## config.mk

```make
export PLATFORM = sky130hd
export DESIGN_NAME = cursor_linked_list_engine_core_flat
export DESIGN_NICKNAME = d
export VERILOG_FILES = /design/src/rtl/cll_pkg.sv /design/src/rtl/cll_in_if.sv /design/src/rtl/cll_out_if.sv /design/src/rtl/cll_store.sv /design/src/rtl/cursor_linked_list_engine_core.sv /design/src/flat_wrapper.sv
export SDC_FILE = /design/constraint.sdc
export NUM_CORES = 2
export LEC_CHECK = 0
export ABC_AREA = 1
export BUFFER_PORTS_ARGS = -buffer_cell sky130_fd_sc_hd__buf_2
export CAP_MARGIN = 10
export CELL_PAD_IN_SITES_DETAIL_PLACEMENT = 0
export CELL_PAD_IN_SITES_GLOBAL_PLACEMENT = 1
export CORE_ASPECT_RATIO = 1.4
export CORE_MARGIN = 4
export CORE_UTILIZATION = 56
export DETAILED_ROUTE_END_ITERATION = 6
export GPL_ROUTABILITY_DRIVEN = 1
export PLACE_DENSITY = 0.84
export SETUP_SLACK_MARGIN = 0.4
export SLEW_MARGIN = 5
export SYNTH_ARGS = -nofsm -noshare
export SYNTH_HDL_FRONTEND = slang
export SYNTH_SLANG_ARGS = --single-unit
```

## constraint.sdc

```tcl
create_clock -name clk_i -period 10.4 [get_ports clk_i]
set_input_delay 1.04 -clock clk_i [delete_from_list [all_inputs] [get_ports clk_i]]
set_output_delay 1.04 -clock clk_i [all_outputs]
set_load 0.1 [all_outputs]
```

## src/rtl/cll_pkg.sv

```systemverilog
// ----------------------------------------------------------------------------
// cll_pkg
// sizes, codes and types of the cursor linked list engine
// ----------------------------------------------------------------------------
package cll_pkg;

  localparam int DEPTH      = 64;
  localparam int DATA_WIDTH = 32;
  localparam int IDX_W      = $clog2(DEPTH);

  localparam int OP_W    = 2;
  localparam int POS_W   = 6;
  localparam int VALUE_W = 32;
  localparam int ST_W    = 2;
  localparam int ELEM_W  = 32;
  localparam int COUNT_W = 6;

  localparam int CMP_W = ((IDX_W > POS_W) ? IDX_W : POS_W) + 1;
  localparam int EXT_W = (DATA_WIDTH > VALUE_W) ? DATA_WIDTH : VALUE_W;

  typedef logic [IDX_W-1:0]      idx_t;
  typedef logic [DATA_WIDTH-1:0] data_t;

  localparam idx_t HEAD_FREE  = '0;
  localparam idx_t HEAD_LIST  = idx_t'(DEPTH - 1);
  localparam idx_t LAST_ENTRY = idx_t'(DEPTH - 2);

  typedef enum logic [OP_W-1:0] {
    OP_INSERT = 2'd0,
    OP_DELETE = 2'd1,
    OP_READ   = 2'd2
  } op_e;

  typedef enum logic [ST_W-1:0] {
    ST_OK      = 2'd0,
    ST_BAD_POS = 2'd1,
    ST_FULL    = 2'd2,
    ST_EMPTY   = 2'd3
  } status_e;

  typedef struct packed {
    logic  link_we;
    idx_t  link_waddr;
    idx_t  link_wdata;
    idx_t  link_raddr;
    logic  data_we;
    idx_t  data_waddr;
    data_t data_wdata;
    idx_t  data_raddr;
  } mem_req_t;

endpackage

```

## src/rtl/cll_in_if.sv

```systemverilog
// ----------------------------------------------------------------------------
// cll_in_if
// request channel of the linked list engine
// ----------------------------------------------------------------------------
interface cll_in_if;
  import cll_pkg::*;

  logic                      valid;
  logic                      ready;
  logic        [OP_W-1:0]    op;
  logic        [POS_W-1:0]   position;
  logic signed [VALUE_W-1:0] value;

  modport source (output valid, op, position, value, input ready);
  modport sink (input valid, op, position, value, output ready);

endinterface

```

## src/rtl/cll_out_if.sv

```systemverilog
// ----------------------------------------------------------------------------
// cll_out_if
// result channel of the linked list engine
// ----------------------------------------------------------------------------
interface cll_out_if;
  import cll_pkg::*;

  logic                     valid;
  logic                     ready;
  logic        [ST_W-1:0]   status;
  logic signed [ELEM_W-1:0] element;
  logic        [COUNT_W-1:0] count;
  logic                     last;

  modport source (output valid, status, element, count, last, input ready);
  modport sink (input valid, status, element, count, last, output ready);

endinterface

```

## src/rtl/cll_store.sv

```systemverilog
// ----------------------------------------------------------------------------
// cll_store
// link and data memories, one write and one registered read port each
// ----------------------------------------------------------------------------
module cll_store (
  input  logic              clk_i,
  input  cll_pkg::mem_req_t req_i,
  output cll_pkg::idx_t     link_rdata_o,
  output cll_pkg::data_t    data_rdata_o
);
  import cll_pkg::*;

  idx_t  link_mem [DEPTH];
  data_t data_mem [DEPTH];
  idx_t  link_rdata_q;
  data_t data_rdata_q;

  always_ff @(posedge clk_i) begin
    if (req_i.link_we) begin
      link_mem[req_i.link_waddr] <= req_i.link_wdata;
    end
    link_rdata_q <= link_mem[req_i.link_raddr];
  end

  always_ff @(posedge clk_i) begin
    if (req_i.data_we) begin
      data_mem[req_i.data_waddr] <= req_i.data_wdata;
    end
    data_rdata_q <= data_mem[req_i.data_raddr];
  end

  assign link_rdata_o = link_rdata_q;
  assign data_rdata_o = data_rdata_q;

endmodule

```

## src/rtl/cursor_linked_list_engine_core.sv

```systemverilog
// ----------------------------------------------------------------------------
// cursor_linked_list_engine_core
// singly linked list of values kept in a fixed array with index links
// ----------------------------------------------------------------------------
// in_i carries one request: insert value at a one-based position, delete
// the element at a position, or read out the whole list. out_o returns the
// results: one per insert, delete or rejected request, and one per element
// on a readout, with last set on the final one and the element count.
// A readout delivers one element per cycle while out_o accepts them. Inserts
// and deletes walk the list one link per cycle, readouts one link per element,
// through the single read port of the link memory, so a request holds the
// block for its whole walk.
// After reset the free chain is written into entries 1 to DEPTH - 2 of the
// link memory, one entry a cycle; in_i.ready stays low meanwhile.
// A new request is taken once the previous one has finished, even while its
// last result still waits in the output register. When out_o stalls, the
// result is held and a readout pauses until the register frees up.
// ----------------------------------------------------------------------------
module cursor_linked_list_engine_core (
  input logic        clk_i,
  input logic        rst_ni,
  cll_in_if.sink     in_i,
  cll_out_if.source  out_o
);
  import cll_pkg::*;

  typedef enum logic [9:0] {
    S_INIT    = 10'b0000000001,
    S_IDLE    = 10'b0000000010,
    S_FREE    = 10'b0000000100,
    S_WALK    = 10'b0000001000,
    S_LINK    = 10'b0000010000,
    S_DEL_A   = 10'b0000100000,
    S_DEL_B   = 10'b0001000000,
    S_RO_EMIT = 10'b0010000000,
    S_RESP    = 10'b0100000000,
    S_SPARE   = 10'b1000000000
  } state_e;

  state_e  state_q, state_d;
  idx_t    cur_q, cur_d;
  idx_t    steps_q, steps_d;
  idx_t    j_q, j_d;
  logic    [OP_W-1:0] op_q, op_d;
  data_t   val_q, val_d;
  idx_t    free_head_q, free_head_d;
  idx_t    list_head_q, list_head_d;
  idx_t    count_q, count_d;
  idx_t    init_idx_q, init_idx_d;
  status_e rsp_status_q, rsp_status_d;

  logic                oval_q, oval_d;
  logic [ST_W-1:0]     ost_q, ost_d;
  logic [ELEM_W-1:0]   oelem_q, oelem_d;
  logic [COUNT_W-1:0]  ocount_q, ocount_d;
  logic                olast_q, olast_d;

  mem_req_t mem_req;
  idx_t     link_rdata;
  data_t    data_rdata;
  idx_t     nxt;
  logic     rd_ovr;
  idx_t     rd_ovr_addr;

  logic                can_push;
  logic                push;
  logic [ST_W-1:0]     push_st;
  logic [ELEM_W-1:0]   push_elem;
  logic                push_last;

  logic [CMP_W-1:0] pos_x, cnt_x;
  logic             ins_ok, del_ok;
  logic [EXT_W-1:0] val_ext, elem_ext;

  cll_store u_store (
    .clk_i        (clk_i),
    .req_i        (mem_req),
    .link_rdata_o (link_rdata),
    .data_rdata_o (data_rdata)
  );

  assign nxt      = (cur_q == HEAD_LIST) ? list_head_q : link_rdata;
  assign can_push = !oval_q || out_o.ready;
  assign pos_x    = CMP_W'(in_i.position);
  assign cnt_x    = CMP_W'(count_q);
  assign ins_ok   = (pos_x != '0) && (pos_x <= cnt_x + CMP_W'(1));
  assign del_ok   = (pos_x != '0) && (pos_x <= cnt_x);
  assign val_ext  = EXT_W'($unsigned(in_i.value));
  assign elem_ext = EXT_W'(data_rdata);

  assign in_i.ready = (state_q == S_IDLE);

  always_comb begin
    state_d      = state_q;
    cur_d        = cur_q;
    steps_d      = steps_q;
    j_d          = j_q;
    op_d         = op_q;
    val_d        = val_q;
    free_head_d  = free_head_q;
    list_head_d  = list_head_q;
    count_d      = count_q;
    init_idx_d   = init_idx_q;
    rsp_status_d = rsp_status_q;
    mem_req      = '0;
    rd_ovr       = 1'b0;
    rd_ovr_addr  = '0;
    push         = 1'b0;
    push_st      = ST_OK;
    push_elem    = '0;
    push_last    = 1'b1;

    unique case (state_q)
      S_INIT: begin
        mem_req.link_we    = 1'b1;
        mem_req.link_waddr = init_idx_q;
        mem_req.link_wdata = (init_idx_q == LAST_ENTRY) ? HEAD_FREE : init_idx_q + idx_t'(1);
        init_idx_d         = init_idx_q + idx_t'(1);
        if (init_idx_q == LAST_ENTRY) begin
          state_d = S_IDLE;
        end
      end
      S_IDLE: begin
        if (in_i.valid) begin
          op_d  = in_i.op;
          val_d = val_ext[DATA_WIDTH-1:0];
          unique case (in_i.op)
            OP_INSERT: begin
              if (!ins_ok) begin
                rsp_status_d = ST_BAD_POS;
                state_d      = S_RESP;
              end else if (free_head_q == HEAD_FREE) begin
                rsp_status_d = ST_FULL;
                state_d      = S_RESP;
              end else begin
                j_d         = free_head_q;
                steps_d     = idx_t'(pos_x - CMP_W'(1));
                rd_ovr      = 1'b1;
                rd_ovr_addr = free_head_q;
                state_d     = S_FREE;
              end
            end
            OP_DELETE: begin
              if (!del_ok) begin
                rsp_status_d = ST_BAD_POS;
                state_d      = S_RESP;
              end else begin
                cur_d   = HEAD_LIST;
                steps_d = idx_t'(pos_x - CMP_W'(1));
                state_d = S_WALK;
              end
            end
            OP_READ: begin
              if (count_q == '0) begin
                rsp_status_d = ST_EMPTY;
                state_d      = S_RESP;
              end else begin
                cur_d   = list_head_q;
                steps_d = count_q - idx_t'(1);
                state_d = S_RO_EMIT;
              end
            end
            default: ;
          endcase
        end
      end
      S_FREE: begin
        free_head_d = link_rdata;
        cur_d       = HEAD_LIST;
        state_d     = S_WALK;
      end
      S_WALK: begin
        if (steps_q != '0) begin
          cur_d   = nxt;
          steps_d = steps_q - idx_t'(1);
        end else if (op_q == OP_INSERT) begin
          mem_req.link_we    = 1'b1;
          mem_req.link_waddr = j_q;
          mem_req.link_wdata = nxt;
          state_d            = S_LINK;
        end else begin
          j_d         = nxt;
          rd_ovr      = 1'b1;
          rd_ovr_addr = nxt;
          state_d     = S_DEL_A;
        end
      end
      S_LINK: begin
        if (cur_q == HEAD_LIST) begin
          list_head_d = j_q;
        end else begin
          mem_req.link_we    = 1'b1;
          mem_req.link_waddr = cur_q;
          mem_req.link_wdata = j_q;
        end
        mem_req.data_we    = 1'b1;
        mem_req.data_waddr = j_q;
        mem_req.data_wdata = val_q;
        count_d            = count_q + idx_t'(1);
        rsp_status_d       = ST_OK;
        state_d            = S_RESP;
      end
      S_DEL_A: begin
        if (cur_q == HEAD_LIST) begin
          list_head_d = link_rdata;
        end else begin
          mem_req.link_we    = 1'b1;
          mem_req.link_waddr = cur_q;
          mem_req.link_wdata = link_rdata;
        end
        state_d = S_DEL_B;
      end
      S_DEL_B: begin
        mem_req.link_we    = 1'b1;
        mem_req.link_waddr = j_q;
        mem_req.link_wdata = free_head_q;
        free_head_d        = j_q;
        count_d            = count_q - idx_t'(1);
        rsp_status_d       = ST_OK;
        state_d            = S_RESP;
      end
      S_RO_EMIT: begin
        if (can_push) begin
          push      = 1'b1;
          push_st   = ST_OK;
          push_elem = elem_ext[ELEM_W-1:0];
          push_last = (steps_q == '0);
          if (steps_q == '0) begin
            state_d = S_IDLE;
          end else begin
            cur_d   = nxt;
            steps_d = steps_q - idx_t'(1);
          end
        end
      end
      S_RESP: begin
        if (can_push) begin
          push    = 1'b1;
          push_st = rsp_status_q;
          state_d = S_IDLE;
        end
      end
      default: begin
        state_d = S_IDLE;
      end
    endcase

    mem_req.link_raddr = rd_ovr ? rd_ovr_addr : cur_d;
    mem_req.data_raddr = cur_d;
  end

  // output register
  always_comb begin
    oval_d   = oval_q;
    ost_d    = ost_q;
    oelem_d  = oelem_q;
    ocount_d = ocount_q;
    olast_d  = olast_q;
    if (push) begin
      oval_d   = 1'b1;
      ost_d    = push_st;
      oelem_d  = push_elem;
      ocount_d = cnt_x[COUNT_W-1:0];
      olast_d  = push_last;
    end else if (out_o.ready) begin
      oval_d = 1'b0;
    end
  end

  always_ff @(posedge clk_i or negedge rst_ni) begin
    if (!rst_ni) begin
      state_q     <= S_INIT;
      free_head_q <= idx_t'(1);
      list_head_q <= HEAD_FREE;
      count_q     <= '0;
      init_idx_q  <= idx_t'(1);
      op_q        <= '0;
      oval_q      <= 1'b0;
    end else begin
      state_q     <= state_d;
      free_head_q <= free_head_d;
      list_head_q <= list_head_d;
      count_q     <= count_d;
      init_idx_q  <= init_idx_d;
      op_q        <= op_d;
      oval_q      <= oval_d;
    end
  end

  always_ff @(posedge clk_i) begin
    cur_q        <= cur_d;
    steps_q      <= steps_d;
    j_q          <= j_d;
    val_q        <= val_d;
    rsp_status_q <= rsp_status_d;
    ost_q        <= ost_d;
    oelem_q      <= oelem_d;
    ocount_q     <= ocount_d;
    olast_q      <= olast_d;
  end

  assign out_o.valid   = oval_q;
  assign out_o.status  = ost_q;
  assign out_o.element = $signed(oelem_q);
  assign out_o.count   = ocount_q;
  assign out_o.last    = olast_q;

endmodule

```

## src/flat_wrapper.sv

```systemverilog
// flat-port wrapper written by rule: the top's interface ports become plain ports
module cursor_linked_list_engine_core_flat import cll_pkg::*;
  (clk_i, rst_ni, in_i_valid, in_i_op, in_i_position, in_i_value, in_i_ready, out_o_valid, out_o_status, out_o_element, out_o_count, out_o_last, out_o_ready);
  cll_in_if in_i_i ();
  cll_out_if out_o_i ();
  input logic clk_i;
  input logic rst_ni;
  input wire logic [$bits(in_i_i.valid)-1:0] in_i_valid;
  input wire logic [$bits(in_i_i.op)-1:0] in_i_op;
  input wire logic [$bits(in_i_i.position)-1:0] in_i_position;
  input wire logic [$bits(in_i_i.value)-1:0] in_i_value;
  output wire logic [$bits(in_i_i.ready)-1:0] in_i_ready;
  output wire logic [$bits(out_o_i.valid)-1:0] out_o_valid;
  output wire logic [$bits(out_o_i.status)-1:0] out_o_status;
  output wire logic [$bits(out_o_i.element)-1:0] out_o_element;
  output wire logic [$bits(out_o_i.count)-1:0] out_o_count;
  output wire logic [$bits(out_o_i.last)-1:0] out_o_last;
  input wire logic [$bits(out_o_i.ready)-1:0] out_o_ready;
  assign in_i_i.valid = in_i_valid;
  assign in_i_i.op = in_i_op;
  assign in_i_i.position = in_i_position;
  assign in_i_i.value = in_i_value;
  assign in_i_ready = in_i_i.ready;
  assign out_o_valid = out_o_i.valid;
  assign out_o_status = out_o_i.status;
  assign out_o_element = out_o_i.element;
  assign out_o_count = out_o_i.count;
  assign out_o_last = out_o_i.last;
  assign out_o_i.ready = out_o_ready;
  cursor_linked_list_engine_core u_core (.clk_i(clk_i), .rst_ni(rst_ni), .in_i(in_i_i), .out_o(out_o_i));
endmodule
```

# [After elaboration in Yosys (flattened, before gate mapping)]
# Memories as Yosys holds them, arrays and structs flattened. A register that Yosys moved wholly into a read port is not among the register bits.
# Cells that the tools add are included.
[word_totals] register_bits=130 mem_bits_rw=2432 output_inout_bits=43 elab_cells=170 n_memories=2
[memory_table] memory="u_core.u_store.data_mem" depth=64 word_bits=32 rd=1 rd_ports_with_merged_regs=1 write_ports=1 line="cll_store.sv:14" rtl="data_t data_mem [DEPTH];"
[memory_table] memory="u_core.u_store.link_mem" depth=64 word_bits=6 rd=1 rd_ports_with_merged_regs=1 write_ports=1 line="cll_store.sv:13" rtl="idx_t link_mem [DEPTH];"
[op_classes] n_addsub=6 order_cmp=2 n_eq_ne=35 mux=81 n_reduce_logical=28
[op_table] op="2-to-1 mux 6 bit" count=32
[op_table] op="case mux 10 bit (8 select lines)" count=1
[op_table] op="case mux 6 bit (2 select lines)" count=6
[op_table] op="2-to-1 mux 10 bit" count=7
[op_table] op="case mux 13 bit (5 select lines)" count=1
[op_table] op="2-to-1 mux 13 bit" count=4
[op_table] op="2-to-1 mux 39 bit" count=1
[op_table] op="case mux 6 bit (3 select lines)" count=2
[op_table] op="case mux 10 bit (3 select lines)" count=1
[op_table] op="2-to-1 mux 9 bit" count=3
[op_table] op="case mux 6 bit (4 select lines)" count=1
[op_table] op="logical NOT 6 bit" count=3
[op_table] op="inequality test 2 x 1 -> 1 bit, second input constant" count=9
[op_table] op="subtractor 6 x 1 -> 6 bit, second input constant" count=3
[op_table] op="2-to-1 mux 1 bit" count=14
[op_table] op="AND reduction 7 bit" count=2
[op_table] op="adder 6 x 1 -> 6 bit, second input constant" count=2
[op_table] op="equality test 6 bit, second input constant" count=2
[op_table] op="nonzero test 2 bit" count=6
[op_table] op="equality test 10 x 1 -> 1 bit, second input constant" count=1
[op_table] op="equality test 10 x 2 -> 1 bit, second input constant" count=1
[op_table] op="equality test 10 x 3 -> 1 bit, second input constant" count=1
[op_table] op="equality test 10 x 4 -> 1 bit, second input constant" count=1
[op_table] op="equality test 10 x 5 -> 1 bit, second input constant" count=1
[op_table] op="other kinds (30)" count=47

# [Depth between registers and ports, before layout]
[depth] ltp_word=8 mapped_depth=29 depth_no_buf=27

# [Hierarchy]
# A second synthesis with hierarchy kept.
[hier_totals] cells_unflattened=9034 area_unflattened_um2=105899.1
[by_module_without_submodules] mod="cll_store" instances=1 cells_per_inst=8156 area_each_um2=98625.8
[by_module_without_submodules] mod="cursor_linked_list_engine_core" instances=1 cells_per_inst=878 area_each_um2=7273.2

# [Least setup slack after synthesis]
# No wires, ideal clock.
[synth_timing] kind="register to register" start="register u_core.steps_q[0]" end="memory u_core.u_store.link_mem[0][2] (netlist name) (data pin)" arrival_ns=3.771 t_required_ns=9.698 path_slack_ns=5.928 path_stages_with_launch=9 synth_period_minus_slack_ns=4.472 cell_sequence="edfxtp_1 > inv_1 > ha_1 > inv_1 > nor2_1 > nand4_1 > nor3_1 > inv_1 > o21ai_0"
[synth_lines] element="start: declaration" line="cursor_linked_list_engine_core.sv:42" rtl="idx_t steps_q, steps_d;"
[synth_lines] element="start signal: assignment" line="cursor_linked_list_engine_core.sv:292" rtl="steps_q <= steps_d;"
[synth_lines] element="end: declaration" line="cll_store.sv:13"

# [Worst setup path in the final report]
[layout_timing] start="register u_core.count_q[0]" end="register u_core.u_store.link_rdata_q[1], in the netlist u_core.u_store.link_rdata_o[1], read port of u_core.u_store.link_mem"
[layout_between] elab_chain_len=8 word_cells_on_any_way=20 classes_between="1 x add/sub; 2 x order compare; 14 x mux; 3 x reduce/logical"
[layout_lines] element="start: declaration" line="cursor_linked_list_engine_core.sv:48" rtl="idx_t count_q, count_d;"
[layout_lines] element="start signal: assignment" line="cursor_linked_list_engine_core.sv:283" rtl="count_q <= count_d;"
[layout_lines] element="adder 6 x 1 -> 7 bit" line="cursor_linked_list_engine_core.sv:86" rtl="assign ins_ok = (pos_x != '0) && (pos_x <= cnt_x + CMP_W'(1));"
[layout_lines] element="less-or-equal comparator 6 x 7 -> 1 bit" line="cursor_linked_list_engine_core.sv:86"
[layout_lines] element="logical AND 1 bit" line="cursor_linked_list_engine_core.sv:86"
[layout_lines] element="2-to-1 mux 6 bit / 2-to-1 mux 1 bit (equally long branches)" line="cursor_linked_list_engine_core.sv:129" rtl="if (!ins_ok) begin"
[layout_lines] element="2-to-1 mux 6 bit / 2-to-1 mux 1 bit (equally long branches)" line="cursor_linked_list_engine_core.sv:127" rtl="unique case (in_i.op)"
[layout_lines] element="2-to-1 mux 6 bit / 2-to-1 mux 1 bit (equally long branches)" line="cursor_linked_list_engine_core.sv:124" rtl="if (in_i.valid) begin"
[layout_lines] element="case mux 6 bit (2 select lines) / case mux 1 bit (2 select lines) (equally long branches)" line="cursor_linked_list_engine_core.sv:113" rtl="unique case (state_q)"
[layout_lines] element="2-to-1 mux 6 bit (*)" line="cursor_linked_list_engine_core.sv:248" rtl="mem_req.link_raddr = rd_ovr ? rd_ovr_addr : cur_d;"
[layout_lines] element="end: declaration" line="cll_store.sv:15" rtl="idx_t link_rdata_q;"
# Every way passes the cells marked *; elsewhere a longest branch is shown, timed or not.
# A chain may end at the register's enable or synchronous reset.

==> qor.txt <==
Crit path required time: 11.18 ns
Gr ovfl total: 0
Switching Fraction: 0.449
Final setup fails: 0
CP startpoint: u_core.count_q[0]$_DFFE_PN0N_
Initial core utilization: 0.562
CTS Buf Count: 235
Synth area leader: edfxtp_1
Final hold vios: 0
CTS tree: built
Arrival time at the worst endpoint: 6.79 ns
Power share of the combinational group: 0.481
Reg2reg end: u_core.u_store.link_rdata_o[1]$_DFF_P_
Count leader, synth: edfxtp_1
Hold-fix buffers at CTS: 0
Syn nets: 8,906
# clock sinks: 2,599
Max Slew Vio Count: 0
Clock root cell: clkbuf_16
WP buf/inv: 5
Internal Dissipation: 21,800 uW
Die span in x: 378 um
Pwr dens: 335 nW/um2
Seq pwr share: 0.298
Reg2Reg Depth: 23
LEAKAGE: 0.0399 uW
Most common cell on crit path: nand3_1
Sequential share of the synthesized area: 0.720
R2r startpoint: u_core.count_q[0]$_DFFE_PN0N_
Number of flops mapped to enable cells by yosys: 2,519
Ys async rst share: 0.0139
Synth top area cells: edfxtp_1 (70%), nand3_1 (6.4%), inv_1 (3.1%)
Setup TNS Final: 0 ns
GPL Wtd Cong: 0.881
I/O Buffers: 86
R2r setup slk: 4.40 ns
DRT Wirelength: 298,000 um
Clk pwr share: 0.221
CP startpoint kind: register
DP HPWL: 160,000 um
Initial DRC Count: 8,887
CP peak stage delay: 0.98 ns
Synth top cells by count: edfxtp_1 (2,519), nand3_1 (1,369), inv_1 (876)
Layout cell share with drive strength beyond 1: 0.0921
Postcts setup bufs: 0
Mapped Cells: 8,840
Layout fillers: 14,300
Peak VDD IR: 0.662 mV
# nets final: 8,845
Total track usage: 0.293
Initial antenna violation count: 14
Resized cells post-CTS: 0
Dpl cell area: 111,000 um2
Die height: 527 um
Vias in the first global route: 67,200
Register area: 77,400 um2
Clock Path Buffers: 4
Largest net degree at the start of global routing: 210
Via/cell ratio: 6.13
Crit end category: register
Status: finished clean
Final Cell Area: 118,000 um2
TritonRoute pass-1 iters: 6
Min Tclk post-route: 6.00 ns
Area Overhead vs Synth: 10.1%
Post-synth top area share: 0.703
Fin crit share: 0.577
Synth Flop Type: edfxtp_1
Die Area: 199,000 um2
Hold WS: 0.313 ns
Slew @ Worst Pin: 1.22 ns
Row count: 190
Worst path top cell family by delay: simple AND/OR/NAND/NOR gates
Critical path's slowest cell: buf_4
First-pass GRT wire length: 434,000 um
Antenna viol nets, final: 0
Drt drc: 0
Switching power: 17,800 uW
Ys Warns: 0
Worst-Skew Late Latency: 0.89 ns
Reg clk slew, reported paths: 0.06 ns
Wire length per cell: 26.0 um
Max-cap violations: 0
Crit-path max FO: 113
Max Freq: 167 MHz
Slew HR: 0.188
Core Region: 191,000 um2
Crit path kind: register to register
Cell Area, Synth: 108,000 um2
Area of the multi-input gates: 24,700 um2
Synth Area per Inst: 12.2 um2
RSZ-0062 raised after global routing: no
Skew final: 0.0798 ns
Synthesized flop and latch total: 2,599
Crit path cell chain: inv_1 > ha_1 > inv_1 > ha_1 > nand2_1 > o21ai_0 > nand3_1 > nand2_1 > nand2_1 > nand4_1 > nand2_2 > inv_2 > nand3_4 > buf_4 > nand2_4 > buf_4 > nand2_1 > nand3_1 > nand3_1 > nand3_1 > nand3_1 > nand3_1 > nand2_1
Io pins: 87
Worst min path class: primary input to asynchronous set/reset pin
Cell variety after synth: 56
Vias: 70,300
H-tree Lvls: 4
==> cells in the final DEF (no fill, tap or decap), drive strengths merged, types with 2 or more instances in the layout <==
cell type / instances
clkbuf: 309
ha: 22
nand3b: 128
clkinv: 87
nor4: 11
xnor2: 2
a311oi: 2
a21boi: 2
clkinvlp: 4
a221oi: 5
dfxtp: 44
diode: 6
nor3: 12
o21bai: 225
o21ai: 1243
nor2: 745
edfxtp: 2519
a21oi: 283
xor2: 14
nand2: 514
o221ai: 10
a22oi: 5
inv: 951
nand3: 1372
a31oi: 6
buf: 260
nand4: 13
bufinv: 28
o211ai: 98
dfrtp: 33
or2: 2
dfstp: 3
o22ai: 15
==> area by class of cell <==
class | count | area share
Sequential cell | 2599 | 0.654
Multi-Input combinational cell | 4735 | 0.209
Clock buffer | 307 | 0.0536
Inverter | 946 | 0.0303
Tap cell | 2496 | 0.0264
Timing Repair Buffer | 262 | 0.0160
Clock inverter | 124 | 0.0116
Antenna cell | 6 | 0.000127
==> power by group through the flow <==
stage / clock [uW] / sequential, uW / combinational (uW)
3_3_place_gp: 0 / 12000 / 18600
4_1_cts: 8850 / 11800 / 19000
3_5_place_dp: 0 / 12000 / 18900
2_1_floorplan: 0 / 12000 / 13500
5_1_grt: 9300 / 11800 / 20800
6_report: 8770 / 11800 / 19100
==> worst reg2reg max path: cells and delay by family, from the launching register on <==
kind            cells  cell delay, ns
simple gates       15            2.78
buf+inv             5            1.82
fa+ha+maj           2            0.62
flops               1            0.49
compound gates      1            0.23
==> how the worst max path moves through the flow <==
stage          cells after the start                                 endpoint  slack (ns)
2_1_floorplan                      8  u_core.u_store.link_mem[0][2]$_DFFE_PP_        5.93
3_3_place_gp                      19  u_core.u_store.data_rdata_o[27]$_DFF_P_        4.23
3_5_place_dp                      19  u_core.u_store.data_rdata_o[27]$_DFF_P_        4.14
4_1_cts                           23   u_core.u_store.link_rdata_o[0]$_DFF_P_        4.41
5_1_grt                           27   u_core.u_store.link_rdata_o[1]$_DFF_P_        4.02
6_report                          23   u_core.u_store.link_rdata_o[1]$_DFF_P_        4.40
==> metrics by stage <==
stage          utilization  power [uW]  std cells  setup WS [ns]
2_1_floorplan            -       25600       8840           5.93
3_3_place_gp         0.579       30600      11000           4.23
3_5_place_dp         0.579       30900      11000           4.14
4_1_cts              0.619       39700      11500           4.41
5_1_grt              0.619       41900      11500           4.02
6_report             0.619       39600      11500           4.40
==> metal layers <==
metal | vias up | track usage | wire [um] | share of wire
li1 | 31500 | - | - | -
met1 | 34700 | 0.369 | 107000 | 0.36
met2 | 3373 | 0.503 | 150000 | 0.50
met3 | 751 | 0.0411 | 25400 | 0.085
met4 | 4 | 0.135 | 15400 | 0.052
met5 | - | 0 | 26 | 0.000087
==> registers in the layout, summed over array words and instances (netlist names) <==
register                     count
u_core.u_store.data_mem       2048
u_core.state_q                   9
u_core.val_q                    32
u_core.init_idx_q                6
u_core.out_o.last                1
u_core.rsp_status_q              2
u_core.free_head_q               6
u_core.steps_q                   6
u_core.list_head_q               6
u_core.j_q                       6
u_core.cur_q                     6
u_core.u_store.data_rdata_o     32
u_core.u_store.link_rdata_o      6
u_core.out_o.valid               1
u_core.out_o.count               6
u_core.out_o.status              2
u_core.u_store.link_mem        384
u_core.op_q                      2
u_core.count_q                   6
u_core.out_o.element            32
==> kinds of logic (layout without fill, tap and decap cells) <==
group                      after synthesis  after routing  share of synthesized area
and+or+nand+nor                       2798           2798                      0.120
DFF                                   2599           2599                      0.720
AOI/OAI and AO/OA                     1899           1899                     0.0972
buffers and inverters                 1506           1639                     0.0591
adders and majority gates               22             22                    0.00256
xor gates and xnor gates                16             16                    0.00130
other                                    0              6                          0
No activity file was read; power rests on OpenSTA's default activity.
